===== src/hw/rtl/peps_pkg.sv =====
// ----------------------------------------------------------------------------
// peps_pkg
// Shared constants and types for the entity physics step block.
// ----------------------------------------------------------------------------
package peps_pkg;
    localparam int unsigned NUM_ENTITIES_DEF = 4;
    localparam int unsigned PW = 20;   // position width
    localparam int unsigned VW = 15;   // speed width
    localparam int unsigned AW = 24;   // signed arithmetic width
    localparam int unsigned DIAG_NUM = 46341;

    localparam logic [2:0] CFG_WW = 3'd0;
    localparam logic [2:0] CFG_WH = 3'd1;
    localparam logic [2:0] CFG_GR = 3'd2;
    localparam logic [2:0] CFG_JS = 3'd3;
    localparam logic [2:0] CFG_FL = 3'd4;
    localparam logic [2:0] CFG_WS = 3'd5;

    localparam logic REQ_LOAD = 1'b0;
    localparam logic REQ_STEP = 1'b1;

    // Sweep request from the sequencer to the sweep unit.
    typedef struct packed {
        logic                 up;     // move > 0
        logic signed [AW-1:0] allowed;
        logic signed [AW-1:0] mlo;
        logic signed [AW-1:0] mhi;
        logic signed [AW-1:0] plo;
        logic signed [AW-1:0] phi;
    } t_sweep_in;

    // Other entity box projected on the sweep axis.
    typedef struct packed {
        logic                 blk;
        logic signed [AW-1:0] olo;
        logic signed [AW-1:0] ohi;
        logic signed [AW-1:0] qlo;
        logic signed [AW-1:0] qhi;
    } t_sweep_obj;
endpackage


===== src/hw/rtl/peps_sweep_unit.sv =====
// ----------------------------------------------------------------------------
// peps_sweep_unit
// Shared compare unit: narrows the allowed move against one other box.
// ----------------------------------------------------------------------------
module peps_sweep_unit
    import peps_pkg::*;
(
    input  t_sweep_in             i_req,
    input  t_sweep_obj            i_obj,
    output logic signed [AW-1:0]  o_allowed
);
    logic                 meet;
    logic signed [AW-1:0] gap_up;
    logic signed [AW-1:0] gap_dn;

    always_comb begin
        meet   = !(i_req.phi <= i_obj.qlo) && !(i_req.plo >= i_obj.qhi);
        gap_up = i_obj.olo - i_req.mhi;
        gap_dn = i_obj.ohi - i_req.mlo;
        o_allowed = i_req.allowed;
        if (i_obj.blk && meet) begin
            if (i_req.up) begin
                if (i_obj.olo >= i_req.mhi && gap_up < i_req.allowed) begin
                    o_allowed = gap_up;
                end
            end else begin
                if (i_obj.ohi <= i_req.mlo && gap_dn > i_req.allowed) begin
                    o_allowed = gap_dn;
                end
            end
        end
    end
endmodule


===== src/hw/rtl/platform_entity_physics_step_top.sv =====
// ----------------------------------------------------------------------------
// platform_entity_physics_step_top
// Entity table with a sequencer that steps one entity per request beat.
// ----------------------------------------------------------------------------
// Channel | Direction | Handshake          | Beat
// request | in        | i_valid / o_ready  | load or step of one entity
// result  | out       | o_valid / i_ready  | new entity state and frame flags
// config  | in        | i_cfg_we           | one register write, no wait
//
// A load holds the block: the result is valid in the cycle after the request
// beat, and the next request is taken the cycle after the result beat. A step
// runs S_PREP, S_SWX, S_GRAV, S_SWY, S_DONE, S_CLAMP; each of the two sweeps
// visits every table entry once through the single shared compare unit, and a
// god mode step goes from S_PREP straight to S_CLAMP. Reset is synchronous,
// active low, clears the table and loads the register defaults. A stalled
// result is held in the output register; the next request waits for its beat.
module platform_entity_physics_step_top
    import peps_pkg::*;
#(
    parameter int unsigned NUM_ENTITIES = NUM_ENTITIES_DEF
) (
    input  logic                  i_clk,
    input  logic                  i_rst_n,
    input  logic                  i_cfg_we,
    input  logic [2:0]            i_cfg_index,
    input  logic [13:0]           i_cfg_data,
    input  logic                  i_valid,
    output logic                  o_ready,
    input  logic                  i_req_type,
    input  logic [5:0]            i_entity_index,
    input  logic [19:0]           i_load_x,
    input  logic [19:0]           i_load_y,
    input  logic [9:0]            i_box_width,
    input  logic [9:0]            i_box_height,
    input  logic [2:0]            i_entity_flags,
    input  logic [5:0]            i_key_mask,
    output logic                  o_valid,
    input  logic                  i_ready,
    output logic [5:0]            o_out_index,
    output logic [19:0]           o_new_x,
    output logic [19:0]           o_new_y,
    output logic signed [14:0]    o_new_speed_y,
    output logic                  o_on_ground,
    output logic                  o_in_air,
    output logic                  o_sprinting,
    output logic                  o_hit_entity,
    output logic                  o_hit_world,
    output logic                  o_collision_state
);
    localparam int unsigned IW = (NUM_ENTITIES > 1) ? $clog2(NUM_ENTITIES) : 1;
    localparam int unsigned CW = $clog2(NUM_ENTITIES + 1);

    // sequencer states
    localparam logic [2:0] S_IDLE  = 3'd0;
    localparam logic [2:0] S_PREP  = 3'd1;
    localparam logic [2:0] S_SWX   = 3'd2;
    localparam logic [2:0] S_GRAV  = 3'd3;
    localparam logic [2:0] S_SWY   = 3'd4;
    localparam logic [2:0] S_CLAMP = 3'd5;
    localparam logic [2:0] S_DONE  = 3'd6;

    // configuration
    logic [11:0] r_ww, r_wh, r_ws;
    logic [10:0] r_gr;
    logic [13:0] r_js, r_fl;

    // entity table, one register per entry
    logic [PW-1:0] r_px [NUM_ENTITIES];
    logic [PW-1:0] r_py [NUM_ENTITIES];
    logic [VW-1:0] r_vy [NUM_ENTITIES];
    logic [9:0]    r_bw [NUM_ENTITIES];
    logic [9:0]    r_bh [NUM_ENTITIES];
    logic [2:0]    r_md [NUM_ENTITIES];
    logic [2:0]    r_gj [NUM_ENTITIES];

    logic [2:0]            r_st;
    logic [IW-1:0]         r_e;
    logic [CW-1:0]         r_cnt;
    logic [5:0]            r_keys;
    logic signed [AW-1:0]  r_x, r_y, r_v, r_want, r_allow, r_hw, r_hh, r_cur;
    logic                  r_gnd, r_air, r_was, r_spr, r_hite, r_hitw;

    logic                  r_ov;
    logic [5:0]            r_oidx;
    logic [19:0]           r_ox, r_oy;
    logic [14:0]           r_ovy;
    logic [5:0]            r_ofl;

    assign o_ready = (r_st == S_IDLE) && !r_ov;
    wire acc = i_valid && o_ready;
    wire in_rng = {26'd0, i_entity_index} < NUM_ENTITIES;

    // sweep unit operands
    t_sweep_in             sw_req;
    t_sweep_obj            sw_obj;
    logic signed [AW-1:0]  sw_out;
    logic [IW-1:0]         oi;
    logic signed [AW-1:0]  ohw, ohh, ox, oy;

    always_comb begin
        oi  = r_cnt[IW-1:0];
        ohw = AW'({r_bw[oi], 7'd0});
        ohh = AW'({r_bh[oi], 7'd0});
        ox  = AW'(r_px[oi]);
        oy  = AW'(r_py[oi]);
        sw_req.up      = r_want > 0;
        sw_req.allowed = r_allow;
        sw_obj.blk     = r_md[oi][1] && (oi != r_e);
        if (r_st == S_SWX) begin
            sw_req.mlo = r_x - r_hw; sw_req.mhi = r_x + r_hw;
            sw_req.plo = r_y - r_hh; sw_req.phi = r_y + r_hh;
            sw_obj.olo = ox - ohw;   sw_obj.ohi = ox + ohw;
            sw_obj.qlo = oy - ohh;   sw_obj.qhi = oy + ohh;
        end else begin
            sw_req.mlo = r_y - r_hh; sw_req.mhi = r_y + r_hh;
            sw_req.plo = r_x - r_hw; sw_req.phi = r_x + r_hw;
            sw_obj.olo = oy - ohh;   sw_obj.ohi = oy + ohh;
            sw_obj.qlo = ox - ohw;   sw_obj.qhi = ox + ohw;
        end
    end

    peps_sweep_unit u_sweep (
        .i_req     (sw_req),
        .i_obj     (sw_obj),
        .o_allowed (sw_out)
    );

    // step preparation from the latched entry
    logic                 ctrl, jdn;
    logic signed [1:0]    ixs, iys;
    logic signed [AW-1:0] cur2, mag;
    logic [31:0]          dprod;
    logic signed [AW-1:0] vg, cx, cy, cv, wwq, whq;
    logic                 cg, ca, ch;

    always_comb begin
        ctrl = r_md[r_e][0];
        ixs = 2'sd0; iys = 2'sd0;
        if (ctrl) begin
            if (r_keys[1]) ixs = 2'sd1; else if (r_keys[0]) ixs = -2'sd1;
            if (r_md[r_e][2]) begin
                if (r_keys[3]) iys = -2'sd1; else if (r_keys[2]) iys = 2'sd1;
            end
        end
        cur2 = (ctrl && r_keys[4]) ? AW'({r_ws, 1'b0}) : AW'(r_ws);
        dprod = 32'(cur2[12:0]) * 32'(DIAG_NUM) + 32'd32768;
        mag = (ixs != 0 && iys != 0) ? AW'(dprod[31:16]) : cur2;
        jdn = ctrl && r_keys[5];

        // gravity, then hold at the terminal speed
        vg = r_v - AW'(r_gr);
        if (vg < -$signed(AW'(r_fl))) vg = -$signed(AW'(r_fl));

        // window clamp
        wwq = AW'({r_ww, 8'd0});
        whq = AW'({r_wh, 8'd0});
        cx = r_x; cy = r_y; cv = r_v; cg = r_gnd; ca = r_air; ch = 1'b0;
        if (cx - r_hw < 0) begin cx = r_hw; ch = 1'b1; end
        if (cx + r_hw > wwq) begin cx = wwq - r_hw; ch = 1'b1; end
        if (cy - r_hh < 0) begin
            cy = r_hh; ch = 1'b1; cg = 1'b1; ca = 1'b0;
            if (cv < 0) cv = '0;
        end
        if (cy + r_hh > whq) begin
            cy = whq - r_hh; ch = 1'b1;
            if (cv > 0) cv = '0;
        end
    end

    function automatic logic [19:0] sat_pos(input logic signed [AW-1:0] v);
        logic [19:0] r;
        if (v < 0) r = '0;
        else if (v > 24'sd1048575) r = 20'hFFFFF;
        else r = v[19:0];
        return r;
    endfunction

    wire [CW-1:0] last = CW'(NUM_ENTITIES - 1);

    always_ff @(posedge i_clk) begin
        if (!i_rst_n) begin
            r_ww <= 12'd1600; r_wh <= 12'd900; r_gr <= 11'd154;
            r_js <= 14'd4608; r_fl <= 14'd7168; r_ws <= 12'd1280;
            r_st <= S_IDLE; r_ov <= 1'b0;
            for (int i = 0; i < NUM_ENTITIES; i++) begin
                r_px[i] <= '0; r_py[i] <= '0; r_vy[i] <= '0;
                r_bw[i] <= '0; r_bh[i] <= '0; r_md[i] <= '0; r_gj[i] <= '0;
            end
        end else begin
            if (i_cfg_we) begin
                case (i_cfg_index)
                    CFG_WW:  r_ww <= i_cfg_data[11:0];
                    CFG_WH:  r_wh <= i_cfg_data[11:0];
                    CFG_GR:  r_gr <= i_cfg_data[10:0];
                    CFG_JS:  r_js <= i_cfg_data;
                    CFG_FL:  r_fl <= i_cfg_data;
                    CFG_WS:  r_ws <= i_cfg_data[11:0];
                    default: ;
                endcase
            end
            if (o_valid && i_ready) r_ov <= 1'b0;
            case (r_st)
                S_IDLE: begin
                    if (acc) begin
                        r_oidx <= i_entity_index;
                        r_e    <= i_entity_index[IW-1:0];
                        r_keys <= i_key_mask;
                        if (!in_rng) begin
                            // out of range: zero result, table untouched
                            r_ox <= '0; r_oy <= '0; r_ovy <= '0; r_ofl <= '0;
                            r_ov <= 1'b1;
                        end else if (i_req_type == REQ_LOAD) begin
                            r_px[i_entity_index[IW-1:0]] <= i_load_x;
                            r_py[i_entity_index[IW-1:0]] <= i_load_y;
                            r_bw[i_entity_index[IW-1:0]] <= i_box_width;
                            r_bh[i_entity_index[IW-1:0]] <= i_box_height;
                            r_md[i_entity_index[IW-1:0]] <= i_entity_flags;
                            r_vy[i_entity_index[IW-1:0]] <= '0;
                            r_gj[i_entity_index[IW-1:0]] <= '0;
                            r_ox <= i_load_x; r_oy <= i_load_y;
                            r_ovy <= '0; r_ofl <= '0;
                            r_ov <= 1'b1;
                        end else begin
                            r_st <= S_PREP;
                        end
                    end
                end
                S_PREP: begin
                    r_hw  <= AW'({r_bw[r_e], 7'd0});
                    r_hh  <= AW'({r_bh[r_e], 7'd0});
                    r_spr <= ctrl && r_keys[4] && (ixs != 0 || iys != 0);
                    r_hite <= 1'b0;
                    r_cnt <= '0;
                    r_gnd <= r_gj[r_e][0];
                    r_air <= r_gj[r_e][1];
                    if (r_md[r_e][2]) begin
                        // free move, then clamp only
                        r_x <= AW'(r_px[r_e]) + AW'(ixs) * mag;
                        r_y <= AW'(r_py[r_e]) + AW'(iys) * mag;
                        r_v <= AW'(signed'(r_vy[r_e]));
                        r_was <= r_gj[r_e][2];
                        r_st <= S_CLAMP;
                    end else begin
                        r_x <= AW'(r_px[r_e]);
                        r_y <= AW'(r_py[r_e]);
                        if (jdn && !r_gj[r_e][2] && r_gj[r_e][0]) begin
                            r_v <= AW'(r_js);
                        end else begin
                            r_v <= AW'(signed'(r_vy[r_e]));
                        end
                        r_was  <= jdn;
                        r_want <= AW'(ixs) * cur2;
                        r_allow <= AW'(ixs) * cur2;
                        r_st <= S_SWX;
                    end
                end
                S_SWX: begin
                    if (r_want != 0) r_allow <= sw_out;
                    r_cnt <= r_cnt + 1'b1;
                    if (r_cnt == last) r_st <= S_GRAV;
                end
                S_GRAV: begin
                    if (r_allow != r_want) r_hite <= 1'b1;
                    r_x <= r_x + r_allow;
                    r_v <= vg; r_want <= vg; r_allow <= vg;
                    r_gnd <= 1'b0; r_air <= 1'b1;
                    r_cnt <= '0;
                    r_st <= S_SWY;
                end
                S_SWY: begin
                    if (r_want != 0) r_allow <= sw_out;
                    r_cnt <= r_cnt + 1'b1;
                    if (r_cnt == last) r_st <= S_DONE;
                end
                S_DONE: begin
                    // vertical sweep outcome
                    if (r_allow != r_want) begin
                        if (r_want < 0) begin r_gnd <= 1'b1; r_air <= 1'b0; end
                        else if (r_want > 0) r_hite <= 1'b1;
                        r_v <= '0;
                    end
                    r_y <= r_y + r_allow;
                    r_st <= S_CLAMP;
                end
                S_CLAMP: begin
                    r_px[r_e] <= sat_pos(cx);
                    r_py[r_e] <= sat_pos(cy);
                    r_vy[r_e] <= cv[VW-1:0];
                    r_gj[r_e] <= {r_was, ca, cg};
                    r_ox <= sat_pos(cx); r_oy <= sat_pos(cy); r_ovy <= cv[VW-1:0];
                    r_ofl <= {r_hite, ch, r_hite, r_spr, ca, cg};
                    r_ov <= 1'b1;
                    r_st <= S_IDLE;
                end
                default: r_st <= S_IDLE;
            endcase
        end
    end

    assign o_valid           = r_ov;
    assign o_out_index       = r_oidx;
    assign o_new_x           = r_ox;
    assign o_new_y           = r_oy;
    assign o_new_speed_y     = signed'(r_ovy);
    assign o_on_ground       = r_ofl[0];
    assign o_in_air          = r_ofl[1];
    assign o_sprinting       = r_ofl[2];
    assign o_hit_entity      = r_ofl[3];
    assign o_hit_world       = r_ofl[4];
    assign o_collision_state = r_ofl[5];
endmodule


===== config.mk =====
export PLATFORM = sky130hd
export DESIGN_NAME = platform_entity_physics_step_top
export DESIGN_NICKNAME = d
export VERILOG_FILES = /design/src/hw/rtl/peps_pkg.sv /design/src/hw/rtl/peps_sweep_unit.sv /design/src/hw/rtl/platform_entity_physics_step_top.sv
export SDC_FILE = /design/constraint.sdc
export NUM_CORES = 2
export LEC_CHECK = 0
export ABC_AREA = 1
export BUFFER_PORTS_ARGS = -buffer_cell sky130_fd_sc_hd__buf_4
export CORE_MARGIN = 1
export CORE_UTILIZATION = 30
export CTS_BUF_LIST = sky130_fd_sc_hd__clkbuf_4 sky130_fd_sc_hd__clkbuf_8
export CTS_CLUSTER_SIZE = 30
export DETAILED_ROUTE_END_ITERATION = 12
export GPL_TIMING_DRIVEN = 0
export SETUP_SLACK_MARGIN = 0.05
export SLEW_MARGIN = 0
export SYNTH_ARGS = -nofsm -noshare
export SYNTH_HDL_FRONTEND = slang
export SYNTH_SLANG_ARGS = --single-unit

===== constraint.sdc =====
create_clock -name i_clk -period 25.5 [get_ports i_clk]
set_clock_uncertainty 0.1 [all_clocks]
set_input_delay 2.55 -clock i_clk [delete_from_list [all_inputs] [get_ports i_clk]]
set_output_delay 2.55 -clock i_clk [all_outputs]
set_load 0.1 [all_outputs]

==> metrics.yaml <==
outcome:
  run_status: "completed"
global_route:
  grt_max_degree: 47
  busiest_layer: "met2"
  grt_pass1_vias: 51100
  gr-total-overflow: 0
  antenna_found_initial: 10
  grt_pass1_wl_um: 360000
  met1_usage: 0.358
  grtUsageMet3: 0.0462
  track_usage: 0.269
  use_met2: 0.405
pwr:
  p_total_mw: 3.00
  p_leak_nw: 27.8
  power.switching_mw: 1.10
  swShare: 0.365
  seq_power_share: 0.389
  combPwrFrac: 0.286
  irDropWorstVdd_uv: 37.8
  power_frac_clock: 0.325
  cellPowerDensity_nw_per_um2: 48.8
  internal-power_mw: 1.90
detailed_routing:
  drt-total-wl_um: 256000
  vias: 55000
  viasPerCell: 5.46
  wl_per_cell_um: 25.4
  drcViolationCount: 0
  drt_pass1_iterations: 6
  ant_nets: 0
  drt_iter0_markers: 6879
die:
  row_count: 156
  initial_utilization: 0.302
  core-area_um2: 181000
  io_pins: 167
  die_w_um: 429
  die-area_um2: 184000
  fp.dieH_um: 429
cts:
  cts_tree: "yes"
  numCtsBuffers: 107
  clock_latency_ns: 0.93
  cts_setup_buffers: 0
  cts_hold_buffers: 0
  clock_sinks: 627
  cts_root_buffer: "clkbuf_8"
  cts-htree-levels: 3
  clock_path_buffers: 3
  cts_resized: 0
  clk_pin_slew_ns: 0.06
placement:
  place_congestion: 1.04
  dp_hpwl_um: 209000
  place.port_buffers: 165
synthesis:
  synth-seq-area-share: 0.329
  synthArstFlopShare: 0
  yosysWarnings: 0
  ys_ff_latch: 627
  avgSynthCellArea_um2: 7.48
  synth_area_um2: 54700
  synth_edf_count: 544
  synth_ff_type: "edfxtp_1"
  syn_inst: 7308
  synth_nets: 8022
  ys_types: 64
timing:
  fmax_ghz: 0.0867
  rsz0062_at_grt: "no"
  finalMaxSlewViolations: 0
  worst_pin_slew_ns: 1.44
  min_period_ns: 11.54
  final-hold-violation-count: 0
  timing.slew.headroom: 0.0404
  fin_crit_sh: 0.452
  setup_tns_ns: 0
  final-setup-viol-count: 0
worst_setup_path:
  crit_top_cell: "nand2_1"
  critical-path-max-stage-delay_ns: 0.89
  crit_type: "reg -> reg"
  path_max_fanout: 10
  critPathSlowestCell: "o21ai_0"
  worstPathArrival_ns: 12.00
  critPathLaunchType: "register"
  cp.required_ns: 25.96
  crit_path_end_kind: "register"
cells_and_area:
  drive_gt1_frac: 0.0662
  nets: 8323
  fillCellCount: 19200
  syn_to_final_growth_pct: 12.6
min_path:
  worstHoldPathType: "reg -> reg"
flow_run:
  drv_cap: 0
[state kept, by name (all words and copies together), names as in the netlist, 12 cells and up, named ones only]
name / count
o_new_x: 20
r_wh: 12
r_py: 80
r_ws: 12
r_v: 24
r_gj: 12
r_px: 80
r_allow: 24
r_bw: 40
r_want: 24
r_ww: 12
r_fl: 14
o_new_speed_y: 15
r_md: 12
r_vy: 60
r_js: 14
r_y: 24
r_bh: 40
o_new_y: 20
r_x: 24
[cells in the mapped netlist (15+ instances only)]
| cell | count | area [um^2] |
|---|---|---|
| fa_1 | 81 | 1620 |
| a21oi_1 | 611 | 3060 |
| xnor2_1 | 68 | 596 |
| nand2_1 | 1585 | 5950 |
| o21ai_0 | 631 | 3160 |
| a32oi_1 | 26 | 228 |
| nor2_1 | 703 | 2640 |
| nor4_1 | 31 | 194 |
| o211ai_1 | 46 | 345 |
| clkbuf_1 | 241 | 905 |
| o21bai_1 | 26 | 195 |
| inv_1 | 851 | 3190 |
| o221ai_1 | 15 | 131 |
| buf_2 | 30 | 150 |
| a31oi_1 | 32 | 200 |
| a21o_1 | 31 | 233 |
| dfxtp_1 | 83 | 1660 |
| or2_2 | 31 | 194 |
| o22ai_1 | 55 | 344 |
| a32o_1 | 28 | 280 |
| ha_1 | 535 | 6690 |
| inv_2 | 20 | 75.1 |
| o21a_1 | 21 | 158 |
| buf_1 | 23 | 86.3 |
| nor3_1 | 55 | 275 |
| xor2_1 | 200 | 1750 |
| nand3_1 | 508 | 2540 |
| edfxtp_1 | 544 | 16300 |
| nand4_1 | 67 | 419 |
[kinds of logic (layout without fill, tap and decap cells)]
kind of cell | after synthesis | count (layout) | share of synthesized area
multiplexers | 2 | 2 | 0.000366
flip-flops | 627 | 627 | 0.329
XOR/XNOR | 268 | 268 | 0.0429
adder cells (fa/ha/maj) | 616 | 616 | 0.152
other | 0 | 9 | 0
AND/OR/NAND/NOR | 3046 | 3046 | 0.233
AO/OA/AOI/OAI | 1574 | 1574 | 0.160
buffers and inverters | 1175 | 1560 | 0.0822
[metrics by stage]
stage / util / hold WS, ns / setup slack [ns] / cell area [um^2] / instances
finish: 0.340 / 0.367 / 13.96 / 61500 / 10100
global route: 0.340 / 0.388 / 13.73 / 61500 / 10100
CTS: 0.340 / 0.365 / 14.34 / 61500 / 10100
detailed placement: 0.328 / 0.349 / 14.41 / 59300 / 9868
global placement: 0.325 / 0.346 / 11.57 / 58900 / 9843
floorplan: - / 0.330 / 17.26 / 54700 / 7308
[placed cells by master (no fill, tap or decap), types with 21 or more instances in the layout]
| master | netlist | routed |
|---|---|---|
| nand2_1 | 1585 | 1582 |
| inv_1 | 851 | 851 |
| nor2_1 | 703 | 698 |
| o21ai_0 | 631 | 625 |
| a21oi_1 | 611 | 609 |
| edfxtp_1 | 544 | 544 |
| ha_1 | 535 | 535 |
| nand3_1 | 508 | 508 |
| clkbuf_1 | 241 | 240 |
| xor2_1 | 200 | 200 |
| buf_4 | 3 | 175 |
| clkbuf_8 | 0 | 110 |
| dfxtp_1 | 83 | 83 |
| fa_1 | 81 | 81 |
| xnor2_1 | 68 | 68 |
| nand4_1 | 67 | 67 |
| o22ai_1 | 55 | 55 |
| nor3_1 | 55 | 53 |
| o211ai_1 | 46 | 46 |
| clkbuf_4 | 0 | 38 |
| a31oi_1 | 32 | 32 |
| a21o_1 | 31 | 31 |
| or2_2 | 31 | 31 |
| nor4_1 | 31 | 31 |
| buf_2 | 30 | 30 |
| a32o_1 | 28 | 28 |
| clkinv_1 | 4 | 27 |
| o21bai_1 | 26 | 26 |
| a32oi_1 | 26 | 26 |
| buf_1 | 23 | 23 |
| o21a_1 | 21 | 21 |
[worst paths after layout]
check / slack (ns) / from / end / cells past startpoint
hold reg to reg: 0.37 / r_gr[2] / r_gr[2] / 2
setup reg to reg: 13.96 / register / r_x[13] / 38
setup / recovery: 13.96 / register / r_x[13] / 38
hold / removal: 0.37 / r_gr[2] / r_gr[2] / 2
[power by group through the flow]
stage / clock (mW) / combinational (mW) / sequential [mW]
5_1_grt: 1.02 / 0.928 / 1.17
6_report: 0.976 / 0.857 / 1.17
4_1_cts: 0.979 / 0.836 / 1.17
2_1_floorplan: 0 / 0.498 / 1.22
3_5_place_dp: 0 / 0.831 / 1.19
3_3_place_gp: 0 / 0.815 / 1.19
[routing by layer]
layer	routed length, um	up-vias
met5	40	-
met4	17900	6
met3	23700	574
met2	109000	2963
met1	105000	26100
li1	-	25400
[worst max-delay path, delay by kind of cell (launching register included)]
kind	cells	cell delay, ns
AOI/OAI and AO/OA	6	2.89
and+or+nand+nor	15	2.54
xor gates and xnor gates	2	0.29
DFF	1	0.30
buffers and inverters	6	1.57
adders and majority gates	9	3.46
[layout make-up]
type,instances,area (um^2),area share
antenna,9,22.5,0.000366
buffer,300,1210,0.0196
clock buffer,147,1790,0.0291
clock inverter,46,355,0.00578
inverter,875,3280,0.0534
multi-input combinational,5506,32300,0.524
sequential,627,18000,0.293
tap,2370,2970,0.0482
timing repair buffer,192,1650,0.0268
Note: power is estimated with default switching activity, not from simulation.
